### config.mk
export PLATFORM = sky130hd
export DESIGN_NAME = arp_gateway_mac_conflict_detector
export DESIGN_NICKNAME = d
export VERILOG_FILES = /design/src/agmcd_pkg.sv /design/src/agmcd_parser.sv /design/src/agmcd_cell.sv /design/src/arp_gateway_mac_conflict_detector.sv
export SDC_FILE = /design/constraint.sdc
export NUM_CORES = 1
export LEC_CHECK = 0
export BUFFER_PORTS_ARGS = -buffer_cell sky130_fd_sc_hd__buf_2
export CAP_MARGIN = 15
export CELL_PAD_IN_SITES_DETAIL_PLACEMENT = 0
export CELL_PAD_IN_SITES_GLOBAL_PLACEMENT = 1
export CORE_AREA = 5 5 313 315
export DETAILED_ROUTE_END_ITERATION = 10
export DIE_AREA = 0 0 318 320
export PLACE_DENSITY = 0.54
export SYNTH_ARGS = -nofsm -noshare
export SYNTH_HDL_FRONTEND = slang
export SYNTH_SLANG_ARGS = --single-unit
### constraint.sdc
create_clock -name i_clk -period 21.9 [get_ports i_clk]
set_input_delay 2.19 -clock i_clk [delete_from_list [all_inputs] [get_ports i_clk]]
set_output_delay 2.19 -clock i_clk [all_outputs]
set_load 0.02 [all_outputs]
### src/agmcd_pkg.sv
package agmcd_pkg;

    // Command codes of an input transaction
    localparam logic [1:0] CMD_BYTE  = 2'd0;
    localparam logic [1:0] CMD_TICK  = 2'd1;
    localparam logic [1:0] CMD_CLEAR = 2'd2;
    localparam logic [1:0] CMD_READ  = 2'd3;

    // Event codes of a result transaction
    localparam logic [2:0] EV_NONE    = 3'd0;
    localparam logic [2:0] EV_REFRESH = 3'd1;
    localparam logic [2:0] EV_NEW     = 3'd2;
    localparam logic [2:0] EV_FULL    = 3'd3;
    localparam logic [2:0] EV_CLEARED = 3'd4;

    // Frame byte offsets and expected values
    localparam logic [5:0] POS_SNAP_0    = 6'd24;
    localparam logic [5:0] POS_SNAP_1    = 6'd25;
    localparam logic [5:0] POS_SNAP_CTL  = 6'd26;
    localparam logic [5:0] POS_ETYPE_HI  = 6'd30;
    localparam logic [5:0] POS_ETYPE_LO  = 6'd31;
    localparam logic [5:0] POS_OPCODE    = 6'd39;
    localparam logic [5:0] POS_MAC_FIRST = 6'd40;
    localparam logic [5:0] POS_MAC_LAST  = 6'd45;
    localparam logic [5:0] POS_IP_LAST   = 6'd49;
    localparam logic [5:0] POS_MAX       = 6'd63;
    localparam logic [5:0] MIN_FRAME     = 6'd50;

    localparam logic [7:0] BYTE_SNAP     = 8'hAA;
    localparam logic [7:0] BYTE_SNAP_CTL = 8'h03;
    localparam logic [7:0] BYTE_ETYPE_HI = 8'h08;
    localparam logic [7:0] BYTE_ETYPE_LO = 8'h06;
    localparam logic [7:0] BYTE_OP_REPLY = 8'h02;

    typedef struct packed {
        logic [1:0] cmd;
        logic [7:0] data_byte;
        logic       last_byte;
        logic [1:0] entry_select;
    } t_in_item;

    typedef struct packed {
        logic [2:0]  event_res;
        logic [2:0]  gateway_count;
        logic        alert;
        logic [1:0]  entry_index;
        logic [47:0] entry_mac;
        logic [31:0] entry_first_seen;
        logic [31:0] entry_last_seen;
    } t_out_item;

    // Search token walking down the table chain
    typedef struct packed {
        logic        valid;
        logic [47:0] mac;
    } t_token;

    // Outcome reported by a cell while it holds the token
    typedef struct packed {
        logic        hit;
        logic        ins;
        logic [31:0] first_seen;
    } t_cell_stat;

    // Stored entry as seen from outside, zero when unused
    typedef struct packed {
        logic        valid;
        logic [47:0] mac;
        logic [31:0] first_seen;
        logic [31:0] last_seen;
    } t_entry;

    // Parser verdict on the byte just taken
    typedef struct packed {
        logic        pass;
        logic [47:0] mac;
    } t_judge;

endpackage

### src/agmcd_parser.sv
module agmcd_parser
    import agmcd_pkg::*;
(
    input  logic       i_clk,
    input  logic       i_rst_n,
    input  logic       i_take,
    input  logic [7:0] i_byte,
    input  logic       i_last,
    input  logic [7:0] i_octet,
    output t_judge     o_judge
);

    logic [5:0]  r_pos, n_pos;
    logic        r_ok, n_ok;
    logic [47:0] r_mac, n_mac;
    logic        byte_ok;

    // Check the byte at the current offset
    always_comb begin
        case (r_pos)
            POS_SNAP_0, POS_SNAP_1: byte_ok = (i_byte == BYTE_SNAP);
            POS_SNAP_CTL:           byte_ok = (i_byte == BYTE_SNAP_CTL);
            POS_ETYPE_HI:           byte_ok = (i_byte == BYTE_ETYPE_HI);
            POS_ETYPE_LO:           byte_ok = (i_byte == BYTE_ETYPE_LO);
            POS_OPCODE:             byte_ok = (i_byte == BYTE_OP_REPLY);
            POS_IP_LAST:            byte_ok = (i_byte == i_octet);
            default:                byte_ok = 1'b1;
        endcase
    end

    // Advance position, validity and captured sender MAC
    always_comb begin
        n_ok  = r_ok && byte_ok;
        n_pos = (r_pos < POS_MAX) ? r_pos + 6'd1 : r_pos;
        n_mac = r_mac;
        if (r_pos inside {[POS_MAC_FIRST:POS_MAC_LAST]}) begin
            n_mac = {r_mac[39:0], i_byte};
        end
        o_judge.pass = i_last && n_ok && (n_pos >= MIN_FRAME);
        o_judge.mac  = n_mac;
    end

    // Restart parsing after the last byte of a frame
    always_ff @(posedge i_clk) begin
        if (!i_rst_n) begin
            r_pos <= '0;
            r_ok  <= 1'b1;
            r_mac <= '0;
        end else if (i_take) begin
            if (i_last) begin
                r_pos <= '0;
                r_ok  <= 1'b1;
                r_mac <= '0;
            end else begin
                r_pos <= n_pos;
                r_ok  <= n_ok;
                r_mac <= n_mac;
            end
        end
    end

endmodule

### src/agmcd_cell.sv
module agmcd_cell
    import agmcd_pkg::*;
(
    input  logic        i_clk,
    input  logic        i_rst_n,
    input  logic        i_clear,
    input  logic [31:0] i_now,
    input  t_token      i_tok,
    output t_token      o_tok,
    output t_cell_stat  o_stat,
    output t_entry      o_entry
);

    t_token      r_tok;
    logic        r_valid;
    logic [47:0] r_mac;
    logic [31:0] r_first;
    logic [31:0] r_last;
    logic        match;
    logic        free;

    // Compare the held token against this entry
    always_comb begin
        match = r_tok.valid && r_valid && (r_mac == r_tok.mac);
        free  = r_tok.valid && !r_valid;

        o_tok.valid = r_tok.valid && r_valid && !match;
        o_tok.mac   = r_tok.mac;

        o_stat.hit        = match;
        o_stat.ins        = free;
        o_stat.first_seen = r_first;

        o_entry.valid      = r_valid;
        o_entry.mac        = r_valid ? r_mac   : '0;
        o_entry.first_seen = r_valid ? r_first : '0;
        o_entry.last_seen  = r_valid ? r_last  : '0;
    end

    // Take the token from the left neighbor every cycle
    always_ff @(posedge i_clk) begin
        if (!i_rst_n) begin
            r_tok.valid <= 1'b0;
        end else begin
            r_tok.valid <= i_tok.valid;
        end
        r_tok.mac <= i_tok.mac;
    end

    // Refresh on a hit, fill on the first free entry, drop on clear
    always_ff @(posedge i_clk) begin
        if (!i_rst_n) begin
            r_valid <= 1'b0;
        end else if (i_clear) begin
            r_valid <= 1'b0;
        end else if (free) begin
            r_valid <= 1'b1;
        end
        if (free) begin
            r_mac   <= r_tok.mac;
            r_first <= i_now;
            r_last  <= i_now;
        end else if (match) begin
            r_last  <= i_now;
        end
    end

endmodule

### src/arp_gateway_mac_conflict_detector.sv
// ARP gateway MAC conflict detector.
// Input channel (i_in_valid / o_in_stall, payload i_in_item) carries one
// transaction per frame byte, millisecond tick, table clear or entry read.
// Output channel (o_out_valid / i_out_stall, payload o_out_item) returns
// exactly one result transaction for every input transaction, in order.
// The gateway host octet is to be written via i_cfg_we / i_cfg_data only while
// idle; the block itself does not enforce it. Ticks, clears, reads and frame
// bytes that do not end a passing ARP reply give their result in the cycle after
// acceptance; one such transaction can be taken every cycle while the receiver
// does not stall. The last byte of a passing frame launches a token down the row
// of table cells, one cell per cycle: a hit or insert ends the walk at that entry,
// and a token leaving the last cell reports a full table; input stalls during the
// walk. While the receiver stalls, the result register holds and the input stalls
// once that register is occupied.
// Reset empties the table, clears the clock and the alert, restarts frame
// parsing and sets the gateway host octet to 1.
module arp_gateway_mac_conflict_detector
    import agmcd_pkg::*;
#(
    parameter int TABLE_ENTRIES = 4
) (
    input  logic      i_clk,
    input  logic      i_rst_n,
    input  logic      i_in_valid,
    output logic      o_in_stall,
    input  t_in_item  i_in_item,
    output logic      o_out_valid,
    input  logic      i_out_stall,
    output t_out_item o_out_item,
    input  logic      i_cfg_we,
    input  logic [7:0] i_cfg_data
);

    localparam int UW = $clog2(TABLE_ENTRIES + 1);

    typedef enum logic {S_IDLE, S_SEARCH} t_state;

    t_state          r_state, n_state;
    logic            r_out_valid, n_out_valid;
    t_out_item       r_out, n_out;
    logic [UW-1:0]   r_used, n_used;
    logic            r_alert, n_alert;
    logic [31:0]     r_now;
    logic [7:0]      r_octet;
    logic [47:0]     r_cand, n_cand;

    logic            in_acc;
    logic            take_byte;
    logic            clear_tab;
    t_judge          judge;
    t_token          w_tok   [TABLE_ENTRIES+1];
    t_cell_stat      w_stat  [TABLE_ENTRIES];
    t_entry          w_entry [TABLE_ENTRIES];

    logic            found_hit, found_ins;
    logic [1:0]      found_idx;
    logic [31:0]     found_first;
    logic [1:0]      rd_idx;
    logic [47:0]     rd_mac;
    logic [31:0]     rd_first, rd_last;
    logic [7:0]      cnt_ext;

    assign in_acc    = i_in_valid && !o_in_stall;
    assign take_byte = in_acc && (i_in_item.cmd == CMD_BYTE);
    assign clear_tab = in_acc && (i_in_item.cmd == CMD_CLEAR);

    assign o_in_stall  = (r_state == S_SEARCH) || (r_out_valid && i_out_stall);
    assign o_out_valid = r_out_valid;
    assign o_out_item  = r_out;

    agmcd_parser u_parser (
        .i_clk   (i_clk),
        .i_rst_n (i_rst_n),
        .i_take  (take_byte),
        .i_byte  (i_in_item.data_byte),
        .i_last  (i_in_item.last_byte),
        .i_octet (r_octet),
        .o_judge (judge)
    );

    // Launch a token into the first cell for a passing frame
    assign w_tok[0].valid = take_byte && judge.pass;
    assign w_tok[0].mac   = judge.mac;

    for (genvar g = 0; g < TABLE_ENTRIES; g++) begin : g_cell
        agmcd_cell u_cell (
            .i_clk   (i_clk),
            .i_rst_n (i_rst_n),
            .i_clear (clear_tab),
            .i_now   (r_now),
            .i_tok   (w_tok[g]),
            .o_tok   (w_tok[g+1]),
            .o_stat  (w_stat[g]),
            .o_entry (w_entry[g])
        );
    end

    // Collect the search outcome and the selected entry over all cells
    always_comb begin
        found_hit   = 1'b0;
        found_ins   = 1'b0;
        found_idx   = '0;
        found_first = '0;
        rd_idx      = '0;
        rd_mac      = '0;
        rd_first    = '0;
        rd_last     = '0;
        for (int i = 0; i < TABLE_ENTRIES; i++) begin
            found_hit = found_hit | w_stat[i].hit;
            found_ins = found_ins | w_stat[i].ins;
            if (w_stat[i].hit || w_stat[i].ins) begin
                found_idx = found_idx | 2'(i);
            end
            if (w_stat[i].hit) begin
                found_first = found_first | w_stat[i].first_seen;
            end
            if (int'(i_in_item.entry_select) == i) begin
                rd_idx   = rd_idx   | 2'(i);
                rd_mac   = rd_mac   | w_entry[i].mac;
                rd_first = rd_first | w_entry[i].first_seen;
                rd_last  = rd_last  | w_entry[i].last_seen;
            end
        end
    end

    // Next state, table fill count and result transaction
    always_comb begin
        n_state     = r_state;
        n_out_valid = r_out_valid && i_out_stall;
        n_out       = r_out;
        n_used      = r_used;
        n_alert     = r_alert;
        n_cand      = r_cand;
        cnt_ext     = '0;

        if (r_state == S_SEARCH) begin
            if (found_hit || found_ins || w_tok[TABLE_ENTRIES].valid) begin
                n_state                  = S_IDLE;
                n_out_valid              = 1'b1;
                n_out                    = '0;
                if (found_hit) begin
                    n_out.event_res        = EV_REFRESH;
                    n_out.entry_index      = found_idx;
                    n_out.entry_mac        = r_cand;
                    n_out.entry_first_seen = found_first;
                    n_out.entry_last_seen  = r_now;
                end else if (found_ins) begin
                    n_used                 = UW'(r_used + 1'b1);
                    n_alert                = r_alert || (r_used != '0);
                    n_out.event_res        = EV_NEW;
                    n_out.entry_index      = found_idx;
                    n_out.entry_mac        = r_cand;
                    n_out.entry_first_seen = r_now;
                    n_out.entry_last_seen  = r_now;
                end else begin
                    n_out.event_res        = EV_FULL;
                end
                cnt_ext             = 8'(n_used);
                n_out.gateway_count = cnt_ext[2:0];
                n_out.alert         = n_alert;
            end
        end else if (in_acc) begin
            n_out = '0;
            case (i_in_item.cmd)
                CMD_BYTE: begin
                    if (judge.pass) begin
                        n_state = S_SEARCH;
                        n_cand  = judge.mac;
                    end
                end
                CMD_CLEAR: begin
                    n_used          = '0;
                    n_alert         = 1'b0;
                    n_out.event_res = EV_CLEARED;
                end
                CMD_READ: begin
                    n_out.entry_index      = rd_idx;
                    n_out.entry_mac        = rd_mac;
                    n_out.entry_first_seen = rd_first;
                    n_out.entry_last_seen  = rd_last;
                end
                default: begin
                end
            endcase
            n_out_valid         = !(take_byte && judge.pass);
            cnt_ext             = 8'(n_used);
            n_out.gateway_count = cnt_ext[2:0];
            n_out.alert         = n_alert;
        end
    end

    // Hold state, registers and the result register
    always_ff @(posedge i_clk) begin
        if (!i_rst_n) begin
            r_state     <= S_IDLE;
            r_out_valid <= 1'b0;
            r_used      <= '0;
            r_alert     <= 1'b0;
            r_now       <= '0;
            r_octet     <= 8'd1;
        end else begin
            r_state     <= n_state;
            r_out_valid <= n_out_valid;
            r_used      <= n_used;
            r_alert     <= n_alert;
            if (in_acc && (i_in_item.cmd == CMD_TICK)) begin
                r_now <= r_now + 32'd1;
            end
            if (i_cfg_we) begin
                r_octet <= i_cfg_data;
            end
        end
        r_out  <= n_out;
        r_cand <= n_cand;
    end

endmodule

# [After elaboration in Yosys (flattened, before gate mapping)]
# Cells that the tools add are included.
[classes] n_addsub=3 order_cmp=4 n_eq_ne=24 mux=77 bitwise_logic=20 n_reduce_logical=55
[ops] cell="32-bit two-way mux" count=28
[ops] cell="48-bit two-way mux" count=10
[ops] cell="121-bit two-way mux" count=3
[ops] cell="114-bit two-way mux" count=3
[ops] cell="32-bit bitwise OR" count=9
[ops] cell="48-bit == test" count=4
[ops] cell="48-bit bitwise OR" count=3
[ops] cell="32-bit by 1-bit adder with 32-bit output (second input constant)" count=1
[ops] cell="6-bit by 5-bit == test with 1-bit output (second input constant)" count=5
[ops] cell="1-bit logical AND" count=26
[ops] cell="3-bit two-way mux" count=7
[ops] cell="1-bit two-way mux" count=18
[ops] cell="8-bit by 2-bit == test with 1-bit output (second input constant)" count=2
[ops] cell="6-bit == test (second input constant)" count=2
[ops] cell="6-bit greater-or-equal comparator (second input constant)" count=2
[ops] cell="6-bit two-way mux" count=2
[ops] cell="1-bit logical NOT" count=10
[ops] cell="2-bit two-way mux" count=5
[ops] cell="2-bit nonzero test" count=5
[ops] cell="2-bit == test (second input constant)" count=4
[ops] cell="8-bit by 3-bit == test with 1-bit output (second input constant)" count=1
[ops] cell="8-bit by 4-bit == test with 1-bit output (second input constant)" count=1
[ops] cell="8-bit == test" count=1
[ops] cell="8-bit == test (second input constant)" count=1
[ops] cell="15 further kinds" count=30
[totals] regBits=918 out_inout_bits=123 word_cells=224

# [Longest topological paths before layout]
# Gate-level depths: netlist (run 1).
[logic_depth] ltp_word=12 ltp_mapped=10

# [Cells and area by module]
# From an unflattened synthesis (run 1), not the netlist that was laid out.
[unflattened] cells_unflattened=2923 hier_area_um2=39889.5
[by_module_without_submodules] mod="agmcd_cell" n_inst=4 cells_per_inst=425 area_per_inst_um2=6194.7 seq_area_each_um2=4364.2
[by_module_without_submodules] mod="arp_gateway_mac_conflict_detector" n_inst=1 cells_per_inst=840 area_per_inst_um2=11827.6 seq_area_each_um2=5995.8
[by_module_without_submodules] mod="agmcd_parser" n_inst=1 cells_per_inst=383 area_per_inst_um2=3283.1 seq_area_each_um2=1101.1

# [Worst setup path after synthesis (run 1)]
# Ideal clock, no wire load.
[synth_path] path_kind="register to register" from="register g_cell[0].u_cell.r_tok[48] (netlist bit)" to="register r_out, in the netlist o_out_item[0] (enable)" setup_time_ns=0.484 arrival_time_ns=7.200 t_required_ns=21.416 path_slack_ns=14.216 path_stages_with_launch=6 path_buffers=0 period_less_slack_ns=7.684 cell_sequence="dfxtp_1 nor2b_1 nor4_1 nand2_1 o41ai_1 nand2_1"
[synth_rtl] element="from (decl)" line="agmcd_cell.sv:14" rtl="t_token r_tok;"
[synth_rtl] element="1-bit logical AND" line="agmcd_cell.sv:25" rtl="free = r_tok.valid && !r_valid;"
[synth_rtl] element="net g_cell[0].u_cell.free" line="agmcd_cell.sv:20" rtl="logic free;"
[synth_rtl] element="1-bit bitwise OR (3 in series)" line="arp_gateway_mac_conflict_detector.sv:110" rtl="found_ins = found_ins | w_stat[i].ins;"
[synth_rtl] element="1-bit logical OR (2 in series)" line="arp_gateway_mac_conflict_detector.sv:137" rtl="if (found_hit || found_ins || w_tok[TABLE_ENTRIES].valid) begin"
[synth_rtl] element="2-bit by 1-bit != test with 1-bit output (no source line)"
[synth_rtl] element="2-bit AND reduction (no source line)"
[synth_rtl] element="to (signal assigned)" line="arp_gateway_mac_conflict_detector.sv:213" rtl="r_out <= n_out;"
[synth_rtl] element="to (decl)" line="arp_gateway_mac_conflict_detector.sv:40" rtl="t_out_item r_out, n_out;"
# The timed path passes the listed nets, and every way through them passes these cells.
# A chain may end at the register's enable or synchronous reset.

# [Worst setup path in the final report (run 1)]
[layout_path] from="input i_out_stall" to="output o_in_stall"
[layout_via] elab_chain_len=2
[layout_lines] element="from (decl)" line="arp_gateway_mac_conflict_detector.sv:28" rtl="input logic i_out_stall,"
[layout_lines] element="1-bit logical AND" line="arp_gateway_mac_conflict_detector.sv:67" rtl="assign o_in_stall = (r_state == S_SEARCH) || (r_out_valid && i_out_stall);"
[layout_lines] element="1-bit logical OR" line="arp_gateway_mac_conflict_detector.sv:67"
[layout_lines] element="to (decl)" line="arp_gateway_mac_conflict_detector.sv:25" rtl="output logic o_in_stall,"
# No other way between the ends.

==> results of run 1 <==
==> sequential cells by signal, summed over array words and instances, names as in the netlist <==
signal,cells
r_octet,8
o_out_valid,1
u_parser.r_pos,6
o_out_item,121
g_cell.u_cell.r_first,128
g_cell.u_cell.o_tok,192
r_now,32
g_cell.u_cell.r_valid,4
g_cell.u_cell.r_tok,4
u_parser.r_ok,1
r_used,3
u_parser.r_mac,48
g_cell.u_cell.r_mac,192
r_state,1
r_alert,1
r_cand,48
g_cell.u_cell.r_last,128
==> cell type report <==
class                   instances  area, um^2  share of cell area
well taps                    1265        1583             0.04022
flip-flops and latches        918       24550              0.6239
inverters                      13       50.05            0.001272
repair buffers                186        1039             0.02639
diodes                          2       5.005           0.0001272
clock buffers                 154        2856             0.07258
multi-input cells            1174        8919              0.2266
clock inverters                32       352.8            0.008965
==> worst max-delay path, delay by kind of cell <==
kind                   cells  cell delay [ns]
buffers and inverters      3             0.63
AOI/OAI and AO/OA          1             0.73
==> how the worst min path moves through the flow <==
stage,from,to,slack (ns),cells after the start
6_report,g_cell[2].u_cell.o_tok[14]$_DFF_P_,g_cell[3].u_cell.o_tok[14]$_DFF_P_,0.36,0
5_1_grt,g_cell[2].u_cell.o_tok[14]$_DFF_P_,g_cell[3].u_cell.o_tok[14]$_DFF_P_,0.38,0
4_1_cts,g_cell[2].u_cell.o_tok[14]$_DFF_P_,g_cell[3].u_cell.o_tok[14]$_DFF_P_,0.36,0
3_5_place_dp,g_cell[1].u_cell.o_tok[21]$_DFF_P_,g_cell[2].u_cell.o_tok[21]$_DFF_P_,0.37,0
3_3_place_gp,g_cell[2].u_cell.o_tok[5]$_DFF_P_,g_cell[3].u_cell.o_tok[5]$_DFF_P_,0.36,0
2_1_floorplan,g_cell[0].u_cell.o_tok[0]$_DFF_P_,g_cell[1].u_cell.o_tok[0]$_DFF_P_,0.36,0
==> cells by family after synthesis <==
family,share of synthesized area
DFF,0.7244
AOI/OAI and AO/OA,0.1287
and+or+nand+nor,0.05164
xor gates and xnor gates,0.05710
buffers and inverters,0.01609
muxes,0.01949
adders and majority gates,0.002584
==> cell usage in the layout (no fill, tap or decap), drive strengths merged, types with 18 or more instances in the layout <==
cell type	count
nor2	96
a21oi	56
a22oi	178
mux2	48
nand2	65
a22o	83
nor4	57
buf	186
nand4	20
clkbuf	154
xor2	208
edfxtp	617
a221oi	80
a221o	28
clkinv	21
nand3	18
dfxtp	301
o2bb2ai	80
==> through the flow <==
stage               hold slack (ns)  instance area (um^2)  power [mW]  instances
CTS                          0.3634                 39350       3.590       3742
detailed placement           0.3683                 36140       1.943       3556
floorplan                    0.3596                 33900       1.915       2234
finish                       0.3615                 39360       3.545       3744
global placement             0.3635                 36120       1.943       3555
global route                 0.3767                 39350       3.670       3742
==> where the power goes <==
part           switching [mW]  internal (mW)
Clock                   0.664          0.978
Combinational          0.0426         0.0123
Sequential            0.00657           1.84
Total                   0.713           2.83
==> routing by layer <==
| layer | global-route usage | wire length (um) | vias up |
|---|---|---|---|
| met2 | 0.3209 | 48770 | 661 |
| met3 | 0.03453 | 5308 | 171 |
| met4 | 0.06551 | 3389 | 2 |
| met5 | 0 | 13 | - |
| li1 | - | - | 9142 |
| met1 | 0.2544 | 43270 | 10470 |
==> flow_metrics.env, run 1 <==
export IMPL_status="completed"
export IMPL_vias=20440
export IMPL_r2r_start="g_cell[2].u_cell.r_mac[30]$_DFFE_PP_"
export IMPL_worst_slew_margin_rel=0.1964
export IMPL_slowest_stage="a21oi_1"
export IMPL_io_pins=149
export IMPL_synthTopCellsByArea="edfxtp_1 (55%), dfxtp_1 (18%), xor2_1 (5.4%)"
export IMPL_crit_path_max_fanout=6
export IMPL_wire_per_inst_um=26.91
export IMPL_drc=0
export IMPL_async_flop_share=0
export IMPL_syn_nets=2267
export IMPL_yosysUniqueCellTypes=60
export IMPL_finalCritPeriodShare=0.2625
export IMPL_antenna_found_initial=9
export IMPL_hold_path_class="reg2reg"
export IMPL_synth_cells=2234
export IMPL_rsz0062_at_grt="no"
export IMPL_ys_seq_elements=918
export IMPL_worst_ep_required_time_ns=19.71
export IMPL_fillers=8590
export IMPL_synthMostInstantiatedCell="edfxtp_1"
export IMPL_worst_slack_ns=16.15
export IMPL_reg2reg_slack_ns=16.53
export IMPL_critPathLaunchType="input port"
export IMPL_drv_cap=0
export IMPL_fin_util=0.4161
export IMPL_r2r_cells=9
export IMPL_dp_slack_ns=16.07
export IMPL_nets=2426
export IMPL_ys_flop_type="edfxtp_1"
export IMPL_leakagePower_nw=14.01
export IMPL_yosys_warnings=0
export IMPL_grt_usage=0.1920
export IMPL_arrival_ns=3.56
export IMPL_crit_chain="buf_2 > a21oi_1 > inv_1 > buf_2"
export IMPL_ant_nets=0
export IMPL_first_iter_violations=1483
export IMPL_die_width_um=318
export IMPL_routed_via_density=5.460
export IMPL_firstDrtPassIters=6
export IMPL_die_h_um=320
export IMPL_port_buffers=148
export IMPL_tightest_slew_ns=1.205
export IMPL_grt_remaining_overflow=0
export IMPL_grt_max_degree=66
export IMPL_drive_gt1_frac=0.1627
export IMPL_wl_um=100800
export IMPL_seq_area_frac_synth=0.7244
export IMPL_netlist_area_um2=33900
export IMPL_cts_hold_buf=0
export IMPL_critPathCapture="o_in_stall"
export IMPL_finalSetupViolCount=0
export IMPL_hold_viol=0
export IMPL_cpMostUsedCell="buf_2"
export IMPL_ctsRootBufferMaster="clkbuf_16"
export IMPL_cpPeakStageDelay_ns=0.73
export IMPL_maxSlewViolCount=0
export IMPL_gp_congestion=0.7953
export IMPL_synth_common_cells="edfxtp_1 (617), dfxtp_1 (301), xor2_1 (208)"
export IMPL_syn_to_final_growth_pct=16.11
export IMPL_synth_edf_count=617
export IMPL_cts_setup_buffers=0
export IMPL_start_util=0.3584
export IMPL_power_density_nw_per_um2=90.08
export IMPL_cp_startpoint="i_out_stall"
export IMPL_r2r_end="o_out_item[83]$_DFFE_PP_"
export IMPL_avgSynthCellArea_um2=15.17
export IMPL_critical_path_class="in2out"
export IMPL_worstSkewPairLatency_ns=0.66
export IMPL_clock_fmax_mhz=174.0
export IMPL_clk_pin_slew_ns=0.06
export IMPL_setup_tns_ns=0
export IMPL_synth_top_area_share=0.5466
export IMPL_die_area_um2=101800
export IMPL_numCtsBuffers=100
export IMPL_grt_pass1_vias=21100
export IMPL_finClkSkew_ns=0.02731
export IMPL_clock_sinks=918
export IMPL_end_kind="output pin"
export IMPL_min_period_ns=5.748
export IMPL_yosysTopAreaCell="edfxtp_1"
export IMPL_htree_levels=3
export IMPL_dp_hpwl_um=60870
export IMPL_clock_path_buffers=3
export IMPL_cts_tree="built"
export IMPL_ir_drop_mv=0.06149
export IMPL_ctsResizeCount=0
export IMPL_core_area_um2=94590
export IMPL_grt_pass1_wl_um=146500
export IMPL_num_rows=113
No activity file was read; power rests on OpenSTA's default activity.
==> run 2: changes to the inputs <==
- clock period: 21.9 -> 5.8 ns (I/O delays scaled with it)
==> run 2 against run 1 <==
Global-route usage decreased by 0.11 points. Clock-buffer cell count decreased by 26. Setup slack got worse by 15 ns. Critical endpoint is now o_out_item[39]$_DFFE_PP_. Core utilization increased by 0.15 points. Non-clock buffer count increased by 2. Combinational power increased to 3.9 times the previous value. Total power increased to 3.8 times the previous value. Critical path type is now reg2reg.
==> flow_metrics.env, run 2 (synthesis results as in run 1) <==
export IMPL_drv_cap=0
export IMPL_hold_viol=0
export IMPL_area_sequential_um2=24550
export IMPL_dp_hpwl_um=61450
export IMPL_start_util=0.3584
export IMPL_setup_tns_ns=0
export IMPL_htree_levels=3
export IMPL_port_buffers=148
export IMPL_grt_max_degree=65
export IMPL_clock_path_buffers=3
export IMPL_dp_slack_ns=1.480
export IMPL_finClkSkew_ns=0.01740
export IMPL_worst_slew_margin_rel=0.1965
export IMPL_tightest_slew_ns=1.194
export IMPL_total_power_mw=13.56
export IMPL_io_pins=149
export IMPL_clk_pin_slew_ns=0.06
export IMPL_path_buf_inv=0
export IMPL_final_area_um2=39500
export IMPL_rsz0062_at_grt="no"
export IMPL_first_iter_violations=1636
export IMPL_syn_to_final_growth_pct=16.53
export IMPL_min_period_ns=4.373
export IMPL_worst_path_dominant_cell_family="simple AND/OR/NAND/NOR gates"
export IMPL_clock_sinks=918
export IMPL_die_area_um2=101800
export IMPL_grt_pass1_vias=20620
export IMPL_layout_commonest_cell="edfxtp_1"
export IMPL_routed_via_density=5.418
export IMPL_vias=20270
export IMPL_multi_input_area_um2=8935
export IMPL_numCtsBuffers=98
export IMPL_grt_usage=0.1909
export IMPL_ctsRootBufferMaster="clkbuf_16"
export IMPL_die_h_um=320
export IMPL_global_route_usage_met3=0.02953
export IMPL_holdWs_ns=0.1590
export IMPL_core_area_um2=94590
export IMPL_wire_per_inst_um=26.81
export IMPL_crit_chain="xor2_1 > nor4_1 > nand4_1 > nor4_4 > nor4_1 > and3_2 > a221o_1"
export IMPL_antennaDiodeCount=0
export IMPL_ant_nets=0
export IMPL_drive_gt1_frac=0.1656
export IMPL_arrival_ns=4.76
export IMPL_fillers=8556
export IMPL_end_kind="flip-flop"
export IMPL_gp_congestion=0.8131
export IMPL_finalCritPeriodShare=0.7539
export IMPL_worst_slack_ns=1.427
export IMPL_grt_remaining_overflow=0
export IMPL_firstDrtPassIters=5
export IMPL_power_density_nw_per_um2=343.2
export IMPL_grt_pass1_wl_um=145900
export IMPL_status="completed"
export IMPL_ctsResizeCount=0
export IMPL_hold_path_class="in2reg"
export IMPL_cts_hold_buf=0
export IMPL_critPathLaunchType="flip-flop"
export IMPL_slowest_stage="nor4_1"
export IMPL_worst_ep_required_time_ns=6.18
export IMPL_critical_path_class="reg2reg"
export IMPL_use_met1=0.2562
export IMPL_antenna_found_initial=4
export IMPL_final_cell_mix="edfxtp_1 (617), dfxtp_1 (301), xor2_1 (208)"
export IMPL_leakagePower_nw=14.07
export IMPL_finalSetupViolCount=0
export IMPL_wl_um=100300
export IMPL_clock_fmax_mhz=228.7
export IMPL_cts_tree="built"
export IMPL_num_rows=113
export IMPL_worstSkewPairLatency_ns=0.65
export IMPL_cts_setup_buffers=0
export IMPL_cpMostUsedCell="nor4_1"
export IMPL_postPlaceCellArea_um2=36210
export IMPL_drc=0
export IMPL_ir_drop_mv=0.2261
export IMPL_maxSlewViolCount=0
export IMPL_grt_util_met2=0.3218
export IMPL_nets=2426
export IMPL_die_width_um=318
export IMPL_grt_busiest_layer="met2"
export IMPL_crit_path_max_fanout=38
export IMPL_cpPeakStageDelay_ns=1.01
[run 2: changes by cell type in the layout (fill, tap and decap cells not counted), sizes merged, moves of 2 or more]
cell | previous run | this run
bufinv | 7 | 12
buf | 186 | 188
clkinvlp | 3 | 6
diode | 2 | 0
clkbuf | 154 | 128
clkinv | 21 | 35
[run 2: final cells by class]
class	instances	area share
flip-flops and latches	918	0.6216
multi-input cells	1174	0.2262
clock buffers	128	0.06836
well taps	1265	0.04007
repair buffers	188	0.02762
clock inverters	55	0.01483
inverters	13	0.001267
[run 2: final timing paths]
| check | start | to | slack, ns | depth (start not counted) |
|---|---|---|---|---|
| hold reg to reg | g_cell[1].u_cell.o_tok[34]$_DFF_P_ | g_cell[2].u_cell.o_tok[34]$_DFF_P_ | 0.36 | 0 |
| setup / recovery | g_cell[2].u_cell.r_mac[41]$_DFFE_PP_ | o_out_item[39]$_DFFE_PP_ | 1.43 | 7 |
| setup reg to reg | g_cell[2].u_cell.r_mac[41]$_DFFE_PP_ | o_out_item[39]$_DFFE_PP_ | 1.43 | 7 |
| hold / removal | i_cfg_data[0] | r_octet[0]$_SDFFE_PN1P_ | 0.16 | 3 |
[run 2: where the power goes]
| part | switching, mW | internal [mW] | leakage, nW |
|---|---|---|---|
| Combinational | 0.162 | 0.0498 | 4.21 |
| Clock | 2.56 | 3.81 | 1.60 |
| Sequential | 0.0229 | 6.96 | 8.26 |
[run 2: worst register-to-register path, stage by stage (launching register included)]
cell	delay, ns
edfxtp_1	0.40
xor2_1	0.16
nor4_1	1.01
nand4_1	0.35
nor4_4	0.73
nor4_1	0.27
and3_2	0.65
a221o_1	0.56
[run 2: per-stage QoR]
step,instances,util
finish,3741,0.4176
global route,3741,0.4176
CTS,3741,0.4176
detailed placement,3558,0.3828
global placement,3557,0.3828
floorplan,2234,-
[run 2: per-layer routing]
layer | up-vias | routed length [um]
met3 | 160 | 4935
li1 | 9135 | -
met4 | 2 | 3367
met1 | 10340 | 43030
met2 | 632 | 48960
met5 | - | 12
